### config.mk
export PLATFORM = sky130hd
export DESIGN_NAME = soft_timer_bank
export DESIGN_NICKNAME = d
export VERILOG_FILES = /design/src/design/stb_pkg.sv /design/src/design/soft_timer_bank.sv /design/src/design/stb_front.sv /design/src/design/stb_back.sv
export SDC_FILE = /design/constraint.sdc
export NUM_CORES = 1
export LEC_CHECK = 0
export ABC_AREA = 1
export BUFFER_PORTS_ARGS = -buffer_cell sky130_fd_sc_hd__buf_2
export CAP_MARGIN = 20
export CORE_MARGIN = 2
export CORE_UTILIZATION = 25
export DETAILED_ROUTE_END_ITERATION = 7
export GPL_TIMING_DRIVEN = 0
export REMOVE_ABC_BUFFERS = 1
export SLEW_MARGIN = 20
export SYNTH_ARGS = -nofsm -noshare
export SYNTH_HDL_FRONTEND = slang
export SYNTH_SLANG_ARGS = --single-unit
### constraint.sdc
create_clock -name clk -period 14.52 [get_ports clk]
set_input_delay 4.356 -clock clk [delete_from_list [all_inputs] [get_ports clk]]
set_output_delay 4.356 -clock clk [all_outputs]
set_load 0.1 [all_outputs]
### src/design/stb_pkg.sv
// shared types and constants for the soft timer bank
package stb_pkg;

	// request codes on req_type
	localparam logic [2:0] REQ_TICK     = 3'd0;
	localparam logic [2:0] REQ_ADD_PER  = 3'd1;
	localparam logic [2:0] REQ_ADD_ONE  = 3'd2;
	localparam logic [2:0] REQ_REMOVE   = 3'd3;
	localparam logic [2:0] REQ_RESCHED  = 3'd4;
	localparam logic [2:0] REQ_SET_FACT = 3'd5;

	// ticks per uptime second
	localparam int SECOND_TICKS = 1000;
	localparam int SUB_W        = 10;

	// command queue between front and back
	localparam int QUEUE_DEPTH = 2;
	localparam int QPTR_W      = $clog2(QUEUE_DEPTH);
	localparam int QCNT_W      = $clog2(QUEUE_DEPTH + 1);

	// classified command kinds
	typedef enum logic [2:0] {
		CMD_TICK,
		CMD_ADD,
		CMD_REMOVE,
		CMD_RESCHED,
		CMD_SET_FACT,
		CMD_NOP
	} cmd_kind_t;

	typedef struct packed {
		cmd_kind_t   kind;
		logic        one_shot;
		logic [2:0]  slot;
		logic [31:0] delay_ms;
		logic [31:0] seconds_value;
	} cmd_t;

	// back end sequencer states
	typedef enum logic [1:0] {
		ST_IDLE,
		ST_SCAN,
		ST_FINAL
	} back_state_t;

endpackage

### src/design/soft_timer_bank.sv
// top level of the soft timer bank
//
// A bank of NUM_SLOTS timers driven by a millisecond tick request.
// Requests come in on start/busy: a beat is taken at a clock edge with
// start high and busy low. req_type selects tick, add periodic, add
// one-shot, remove, reschedule or set factory seconds.
// Results leave on result_valid, one beat per cycle, and cannot be held off.
// A tick gives one beat per fired slot in ascending slot order, then a
// final beat with last high; every other request gives one beat with last.
// With the back end free, a non-tick result passes through the command queue
// and the result register to the ports; a tick's fire beats come from the
// deadline compare, which visits one slot per cycle, and its final beat
// follows the last slot. The back end takes the next command straight after
// a non-tick request, but a tick holds it until its final beat.
// A two-entry command queue sits in front and busy rises when both entries
// are full; a tick leaves the queue as its scan begins.
// Reset clears the queue, disarms all slots and sets the millisecond and
// uptime counts to 1 and the factory offset to 0.
module soft_timer_bank #(
	parameter int NUM_SLOTS = 8
) (
	input  logic        clk,
	input  logic        arst_n,
	input  logic        start,
	output logic        busy,
	input  logic [2:0]  req_type,
	input  logic [2:0]  slot,
	input  logic [31:0] delay_ms,
	input  logic [31:0] seconds_value,
	output logic        result_valid,
	output logic        fired,
	output logic [2:0]  fired_slot,
	output logic        ok,
	output logic [31:0] millis_now,
	output logic [31:0] uptime_seconds,
	output logic [31:0] factory_seconds,
	output logic        last
);

	logic          q_valid;
	logic          q_pop;
	stb_pkg::cmd_t q_cmd;

	// request decode and queue
	stb_front #(.NUM_SLOTS(NUM_SLOTS)) u_front (
		.clk           (clk),
		.arst_n        (arst_n),
		.start         (start),
		.busy          (busy),
		.req_type      (req_type),
		.slot          (slot),
		.delay_ms      (delay_ms),
		.seconds_value (seconds_value),
		.q_valid       (q_valid),
		.q_cmd         (q_cmd),
		.q_pop         (q_pop)
	);

	// execution and slot scan
	stb_back #(.NUM_SLOTS(NUM_SLOTS)) u_back (
		.clk             (clk),
		.arst_n          (arst_n),
		.q_valid         (q_valid),
		.q_cmd           (q_cmd),
		.q_pop           (q_pop),
		.result_valid    (result_valid),
		.fired           (fired),
		.fired_slot      (fired_slot),
		.ok              (ok),
		.millis_now      (millis_now),
		.uptime_seconds  (uptime_seconds),
		.factory_seconds (factory_seconds),
		.last            (last)
	);

endmodule

### src/design/stb_front.sv
// front end: classifies requests and queues them for the back end
module stb_front #(
	parameter int NUM_SLOTS = 8
) (
	input  logic              clk,
	input  logic              arst_n,
	input  logic              start,
	output logic              busy,
	input  logic [2:0]        req_type,
	input  logic [2:0]        slot,
	input  logic [31:0]       delay_ms,
	input  logic [31:0]       seconds_value,
	output logic              q_valid,
	output stb_pkg::cmd_t     q_cmd,
	input  logic              q_pop
);

	stb_pkg::cmd_t                cmd_in;
	logic                         slot_in_range;
	logic                         push;
	logic                         pop;
	stb_pkg::cmd_t                mem_q [stb_pkg::QUEUE_DEPTH];
	logic [stb_pkg::QPTR_W-1:0]   wr_ptr_q;
	logic [stb_pkg::QPTR_W-1:0]   rd_ptr_q;
	logic [stb_pkg::QCNT_W-1:0]   cnt_q;

	// classify the incoming beat
	assign slot_in_range = 32'(slot) < NUM_SLOTS;

	always_comb begin
		cmd_in.kind          = stb_pkg::CMD_NOP;
		cmd_in.one_shot      = 1'b0;
		cmd_in.slot          = slot;
		cmd_in.delay_ms      = delay_ms;
		cmd_in.seconds_value = seconds_value;
		case (req_type)
			stb_pkg::REQ_TICK: begin
				cmd_in.kind = stb_pkg::CMD_TICK;
			end
			stb_pkg::REQ_ADD_PER: begin
				if (slot_in_range) cmd_in.kind = stb_pkg::CMD_ADD;
			end
			stb_pkg::REQ_ADD_ONE: begin
				if (slot_in_range) cmd_in.kind = stb_pkg::CMD_ADD;
				cmd_in.one_shot = 1'b1;
			end
			stb_pkg::REQ_REMOVE: begin
				if (slot_in_range) cmd_in.kind = stb_pkg::CMD_REMOVE;
			end
			stb_pkg::REQ_RESCHED: begin
				if (slot_in_range) cmd_in.kind = stb_pkg::CMD_RESCHED;
			end
			stb_pkg::REQ_SET_FACT: begin
				cmd_in.kind = stb_pkg::CMD_SET_FACT;
			end
			default: begin
				cmd_in.kind = stb_pkg::CMD_NOP;
			end
		endcase
	end

	// queue handshake
	assign busy    = cnt_q == stb_pkg::QCNT_W'(stb_pkg::QUEUE_DEPTH);
	assign push    = start && !busy;
	assign q_valid = cnt_q != '0;
	assign pop     = q_pop && q_valid;
	assign q_cmd   = mem_q[rd_ptr_q];

	// queue pointers and fill count
	always_ff @(posedge clk or negedge arst_n) begin
		if (!arst_n) begin
			wr_ptr_q <= '0;
			rd_ptr_q <= '0;
			cnt_q    <= '0;
		end else begin
			if (push) wr_ptr_q <= wr_ptr_q + 1'b1;
			if (pop) rd_ptr_q <= rd_ptr_q + 1'b1;
			if (push && !pop) cnt_q <= cnt_q + 1'b1;
			else if (pop && !push) cnt_q <= cnt_q - 1'b1;
		end
	end

	// queue storage
	always_ff @(posedge clk) begin
		if (push) mem_q[wr_ptr_q] <= cmd_in;
	end

endmodule

### src/design/stb_back.sv
// back end: keeps the counters and slots, executes commands, scans on ticks
module stb_back #(
	parameter int NUM_SLOTS = 8
) (
	input  logic              clk,
	input  logic              arst_n,
	input  logic              q_valid,
	input  stb_pkg::cmd_t     q_cmd,
	output logic              q_pop,
	output logic              result_valid,
	output logic              fired,
	output logic [2:0]        fired_slot,
	output logic              ok,
	output logic [31:0]       millis_now,
	output logic [31:0]       uptime_seconds,
	output logic [31:0]       factory_seconds,
	output logic              last
);

	localparam int SLOT_W     = (NUM_SLOTS > 1) ? $clog2(NUM_SLOTS) : 1;
	localparam int SLOT_EXT_W = SLOT_W + 3;

	stb_pkg::back_state_t state_q, state_d;
	logic [SLOT_W-1:0]    scan_idx_q;
	logic [SLOT_W-1:0]    cmd_idx;
	logic [SLOT_EXT_W-1:0] cmd_slot_ext;
	logic [SLOT_EXT_W-1:0] scan_slot_ext;
	logic                 scan_last;

	logic [31:0]          ms_q;
	logic [stb_pkg::SUB_W-1:0] sub_q;
	logic [31:0]          up_q;
	logic [31:0]          off_q;
	logic [31:0]          ms_d;
	logic [stb_pkg::SUB_W:0] sub_inc;
	logic                 roll;
	logic [31:0]          up_d;
	logic [31:0]          off_d;

	logic [NUM_SLOTS-1:0] armed_q;
	logic [NUM_SLOTS-1:0] done_q;
	logic [NUM_SLOTS-1:0] one_shot_q;
	logic [31:0]          deadline_q [NUM_SLOTS];
	logic [31:0]          period_q [NUM_SLOTS];

	logic                 fire_hit;
	logic                 cmd_ok;
	logic                 do_tick;
	logic                 do_cmd;
	logic                 do_fire;
	logic                 emit;
	logic                 e_fired;
	logic                 e_ok;
	logic                 e_last;

	// slot indexes
	assign cmd_slot_ext  = SLOT_EXT_W'(q_cmd.slot);
	assign cmd_idx       = cmd_slot_ext[SLOT_W-1:0];
	assign scan_slot_ext = SLOT_EXT_W'(scan_idx_q);
	assign scan_last     = scan_idx_q == SLOT_W'(NUM_SLOTS - 1);

	// slot under scan is due
	assign fire_hit = armed_q[scan_idx_q] && !done_q[scan_idx_q]
		&& (deadline_q[scan_idx_q] <= ms_q);

	// command status
	always_comb begin
		case (q_cmd.kind)
			stb_pkg::CMD_ADD:      cmd_ok = 1'b1;
			stb_pkg::CMD_RESCHED:  cmd_ok = 1'b1;
			stb_pkg::CMD_SET_FACT: cmd_ok = 1'b1;
			stb_pkg::CMD_TICK:     cmd_ok = 1'b1;
			stb_pkg::CMD_REMOVE:   cmd_ok = armed_q[cmd_idx];
			default:               cmd_ok = 1'b0;
		endcase
	end

	// next state
	always_comb begin
		state_d = state_q;
		case (state_q)
			stb_pkg::ST_IDLE: begin
				if (q_valid && q_cmd.kind == stb_pkg::CMD_TICK) state_d = stb_pkg::ST_SCAN;
			end
			stb_pkg::ST_SCAN: begin
				if (scan_last) state_d = stb_pkg::ST_FINAL;
			end
			stb_pkg::ST_FINAL: begin
				state_d = stb_pkg::ST_IDLE;
			end
			default: begin
				state_d = stb_pkg::ST_IDLE;
			end
		endcase
	end

	// sequencer outputs
	always_comb begin
		q_pop   = 1'b0;
		do_tick = 1'b0;
		do_cmd  = 1'b0;
		do_fire = 1'b0;
		emit    = 1'b0;
		e_fired = 1'b0;
		e_ok    = 1'b0;
		e_last  = 1'b0;
		case (state_q)
			stb_pkg::ST_IDLE: begin
				if (q_valid) begin
					q_pop = 1'b1;
					if (q_cmd.kind == stb_pkg::CMD_TICK) begin
						do_tick = 1'b1;
					end else begin
						do_cmd = 1'b1;
						emit   = 1'b1;
						e_ok   = cmd_ok;
						e_last = 1'b1;
					end
				end
			end
			stb_pkg::ST_SCAN: begin
				if (fire_hit) begin
					do_fire = 1'b1;
					emit    = 1'b1;
					e_fired = 1'b1;
					e_ok    = 1'b1;
				end
			end
			stb_pkg::ST_FINAL: begin
				emit   = 1'b1;
				e_ok   = 1'b1;
				e_last = 1'b1;
			end
			default: begin
				emit = 1'b0;
			end
		endcase
	end

	// counter next values
	assign ms_d    = do_tick ? ms_q + 32'd1 : ms_q;
	assign sub_inc = {1'b0, sub_q} + 1'b1;
	assign roll    = do_tick && (sub_inc >= (stb_pkg::SUB_W + 1)'(stb_pkg::SECOND_TICKS));
	assign up_d    = roll ? up_q + 32'd1 : up_q;
	assign off_d   = (do_cmd && q_cmd.kind == stb_pkg::CMD_SET_FACT)
		? q_cmd.seconds_value - up_q : off_q;

	// sequencer and counters
	always_ff @(posedge clk or negedge arst_n) begin
		if (!arst_n) begin
			state_q    <= stb_pkg::ST_IDLE;
			scan_idx_q <= '0;
			ms_q       <= 32'd1;
			sub_q      <= '0;
			up_q       <= 32'd1;
			off_q      <= '0;
		end else begin
			state_q <= state_d;
			if (do_tick) scan_idx_q <= '0;
			else if (state_q == stb_pkg::ST_SCAN && !scan_last) scan_idx_q <= scan_idx_q + 1'b1;
			ms_q  <= ms_d;
			off_q <= off_d;
			up_q  <= up_d;
			if (do_tick) sub_q <= roll ? '0 : sub_inc[stb_pkg::SUB_W-1:0];
		end
	end

	// slot flags
	always_ff @(posedge clk or negedge arst_n) begin
		if (!arst_n) begin
			armed_q    <= '0;
			done_q     <= '0;
			one_shot_q <= '0;
		end else begin
			if (do_cmd) begin
				case (q_cmd.kind)
					stb_pkg::CMD_ADD: begin
						armed_q[cmd_idx]    <= 1'b1;
						done_q[cmd_idx]     <= 1'b0;
						one_shot_q[cmd_idx] <= q_cmd.one_shot;
					end
					stb_pkg::CMD_REMOVE: begin
						armed_q[cmd_idx] <= 1'b0;
					end
					stb_pkg::CMD_RESCHED: begin
						done_q[cmd_idx] <= 1'b0;
					end
					default: begin
						armed_q <= armed_q;
					end
				endcase
			end
			if (do_fire && one_shot_q[scan_idx_q]) done_q[scan_idx_q] <= 1'b1;
		end
	end

	// slot deadlines and periods
	always_ff @(posedge clk) begin
		if (do_cmd && q_cmd.kind == stb_pkg::CMD_ADD) begin
			deadline_q[cmd_idx] <= ms_q + q_cmd.delay_ms;
			period_q[cmd_idx]   <= q_cmd.delay_ms;
		end else if (do_cmd && q_cmd.kind == stb_pkg::CMD_RESCHED) begin
			deadline_q[cmd_idx] <= q_cmd.delay_ms + ms_q;
		end
		if (do_fire && !one_shot_q[scan_idx_q]) begin
			deadline_q[scan_idx_q] <= period_q[scan_idx_q] + ms_q;
		end
	end

	// result strobe
	always_ff @(posedge clk or negedge arst_n) begin
		if (!arst_n) result_valid <= 1'b0;
		else result_valid <= emit;
	end

	// result payload
	always_ff @(posedge clk) begin
		if (emit) begin
			fired           <= e_fired;
			fired_slot      <= e_fired ? scan_slot_ext[2:0] : 3'd0;
			ok              <= e_ok;
			last            <= e_last;
			millis_now      <= ms_d;
			uptime_seconds  <= up_d;
			factory_seconds <= up_d + off_d;
		end
	end

endmodule

==> metrics.yaml <==
status:
  outcome: "complete, no violations"
detailed_routing:
  wirelength_um: 112000
  dr_total_vias: 26900
  ant_nets: 0
  drc_errors: 0
  viasPerCell: 4.64
  wire_per_inst_um: 19.4
  drt-initial-drc-count: 2167
  first_pass_iters: 6
sta:
  drv_slew: 0
  finalSetupTns_ps: 0
  rsz0062_at_grt: "no"
  max-slew-margin-rel_pct: 28.3
  setup_viol: 0
  period_share_pct: 58.6
  min_period_ps: 8500
  layout_setup_ws_ps: 6020
  hold_viol_final: 0
  clock.fmax_mhz: 118
  clock_skew_ps: 27.6
  worst_pin_slew_ps: 1070
floorplan:
  row_count: 146
  die_x_um: 403
  ios: 177
  initial_core_util_pct: 25.2
  core_area_um2: 158000
  design.die.area_um2: 162000
  die_h_um: 403
logic_synthesis:
  synth_cells: 3434
  postSynthAreaPerCell_um2: 11.6
  synth_seq_cells: 896
  synth_edf_count: 756
  yosysUniqueCellTypes: 59
  yosys_warnings: 0
  yosys_most_used_dff: "edfxtp_1"
  ys_seq_area_share_pct: 65.8
  async_flop_share_pct: 15.6
  netlist_area_um2: 39800
clock_tree:
  cts_tree: "built"
  htreeDepth: 3
  cts_hold_buffers: 0
  cts_buffer_depth: 3
  cts_made_buffers: 86
  clk_pin_slew_ps: 70
  clk_latency_ps: 690
  post-cts-setup-buffers: 0
  cts_resized: 0
  root_buffer: "clkbuf_16"
  clock_sink_count: 896
critical_path:
  critPathRequiredTime_ps: 14900
  cp-endpoint: "u_back.deadline_q[0][20]$_DFFE_PP_"
  r2r_end: "u_back.deadline_q[0][20]$_DFFE_PP_"
  startpoint: "u_back.scan_idx_q[0]$_DFFE_PN0P_"
  r2r_setup_slack_ps: 6020
  end_kind: "flip-flop"
  r2r_start: "u_back.scan_idx_q[0]$_DFFE_PN0P_"
  critPathLaunchType: "flip-flop"
  path_class: "reg -> reg"
  reg2reg_depth: 25
  arrival_ps: 8880
  worst-path-max-fanout: 39
global_routing:
  grt_pass1_wl_um: 166000
  grt_max_degree: 85
  grt_remaining_overflow: 0
  antenna_found_initial: 45
  grt_usage_pct: 13.6
  grt_pass1_vias: 26600
layout:
  finalNetCount: 3855
  drive_above_1_share_pct: 11.3
  syn_to_final_growth_pct: 17.4
placement:
  io_buffers: 176
  gp_congestion: 0.876
  dp_slack_ps: 5990
  hpwlAfterDp_um: 78300
pwr:
  powerDensity_nw_per_um2: 228
  p_leak_nw: 17.7
  ir_drop_mv: 0.280
flow_run:
  maxCapViolCount: 0
min_path:
  min-delay-path-class: "reg -> reg"
metrics by stage:
step	instance area (um2)	power [mW]	hold slack, ps	std cells	util, %
finish	46800	10.7	485	5795	29.6
CTS	46700	10.7	490	5791	29.5
detailed placement	43900	8.45	473	5630	27.8
global placement	42900	8.34	466	5593	27.1
floorplan	39400	7.05	453	3345	-
global route	46800	11.3	522	5792	29.6
critical path: stages, from the launching register on:
cell and delay [ps]:
dfrtp_1 610, inv_4 140, nand2_2 760, inv_2 710, a22o_1 400, a221oi_1 260
nand4_1 210, ha_1 380, nand2_1 70, nor2_1 180, nand2_1 100, nor2_1 200
nand2_1 70, nand2_1 210, nand3_4 450, buf_12 350, o21ai_0 630, ha_1 320
nand3_1 90, nand2_1 120, a21boi_0 150, o21bai_1 310, a21boi_0 210, o21ai_0 390
a21oi_1 160, xnor2_1 610
layer usage:
| metal | share of wire [%] | GRT usage [%] |
|---|---|---|
| met4 | 2.6 | 3.42 |
| met1 | 43 | 17.8 |
| met3 | 7.7 | 3.51 |
| met2 | 46 | 22.3 |
| met5 | 0.19 | 0 |
synthesized netlist by cell type, types with 8 or more instances:
cell type	count	share of area [%]
nand3_1	78	0.98
nor3_1	60	0.75
clkbuf_1	47	0.44
inv_2	8	0.075
nor2_1	233	2.2
xor2_1	128	2.8
o21ai_0	162	2.0
a22oi_1	37	0.70
nand4_1	55	0.86
edfxtp_1	756	57
or4_1	13	0.25
nand2_1	742	7.0
or2_2	11	0.17
nor4_1	19	0.30
xnor2_1	21	0.46
buf_1	15	0.14
inv_1	288	2.7
o22ai_1	101	1.6
a221oi_1	33	0.73
a31oi_1	22	0.35
buf_2	21	0.26
dfrtp_1	138	8.7
ha_1	132	4.1
a21oi_1	157	2.0
a22o_1	21	0.46
o21bai_1	11	0.21
o21ai_1	11	0.14
o221ai_1	13	0.29
a21o_1	19	0.36
area by class of cell:
type                       instances  area, um2
clock buffer                     111       2320
multi-input combinational       2150      12300
clock inverter                    50        495
timing repair buffer             214       1750
inverter                         299       1130
antenna                            3       7.51
tap                             2072       2590
sequential                       896      26200
fill                           16100     111000
state kept, by name (all words and copies together) (netlist names), 2 cells and up, named ones only:
register and cells:
u_back.done_q 8, u_back.scan_idx_q 3, u_front.cnt_q 2, u_back.off_q 32, u_back.ms_q 32, u_back.sub_q 10
u_front.mem_q 142, u_back.uptime_seconds 32, u_back.deadline_q 256, u_back.state_q 2, u_back.up_q 32, u_back.millis_now 32
u_back.one_shot_q 8, u_back.factory_seconds 32, u_back.period_q 256, u_back.fired_slot 3
cells by family (layout without fill, tap and decap cells):
logic type      Yosys count  after routing  share of synthesized area (%)
compound gates          621            621                           9.50
xor+xnor                149            149                           3.28
fa+ha+maj               135            135                           4.30
buf+inv                 388            674                           3.82
flops                   896            896                           65.8
mux                       3              3                         0.0754
other cells               0              3                              0
simple gates           1242           1242                           13.2
cell usage in the layout (no fill, tap or decap), drive strengths merged, types with 3 or more instances in the layout:
cell type	n
ha	132
or2	13
a21o	19
o21ai	176
fa	3
o21a	7
clkinv	33
buf	214
clkbuf	111
nor4	21
nand2	747
xnor2	21
nor3	62
a22oi	37
o221ai	13
bufinv	4
inv	305
a21boi	7
a21oi	157
nand4	56
mux2i	3
o21bai	11
xor2	128
nor2	239
o22ai	101
clkinvlp	7
or4	13
diode	3
nand3	86
a221oi	33
edfxtp	756
o22a	6
a31oi	22
a22o	21
dfrtp	138
o211ai	3
power breakdown:
| group | total (mW) | switching, mW | leakage, nW | internal [mW] |
|---|---|---|---|---|
| Clock | 2.24 | 1.02 | 1.36 | 1.22 |
| Combinational | 4.58 | 3.53 | 7.55 | 1.05 |
| Sequential | 3.82 | 0.169 | 8.77 | 3.65 |
| Total | 10.7 | 4.72 | 17.7 | 5.93 |
worst min-delay path by stage:
| stage | slack (ps) | cells past startpoint | to | start |
|---|---|---|---|---|
| 3_3_place_gp | 470 | 2 | u_back.one_shot_q[6]$_DFFE_PN0P_ | u_back.one_shot_q[6]$_DFFE_PN0P_ |
| 4_1_cts | 490 | 2 | flip-flop | flip-flop |
| 3_5_place_dp | 470 | 2 | flip-flop | flip-flop |
| 2_1_floorplan | 450 | 2 | flip-flop | flip-flop |
| 6_report | 490 | 2 | flip-flop | flip-flop |
| 5_1_grt | 520 | 2 | flip-flop | flip-flop |
No activity file was read; power rests on OpenSTA's default activity.
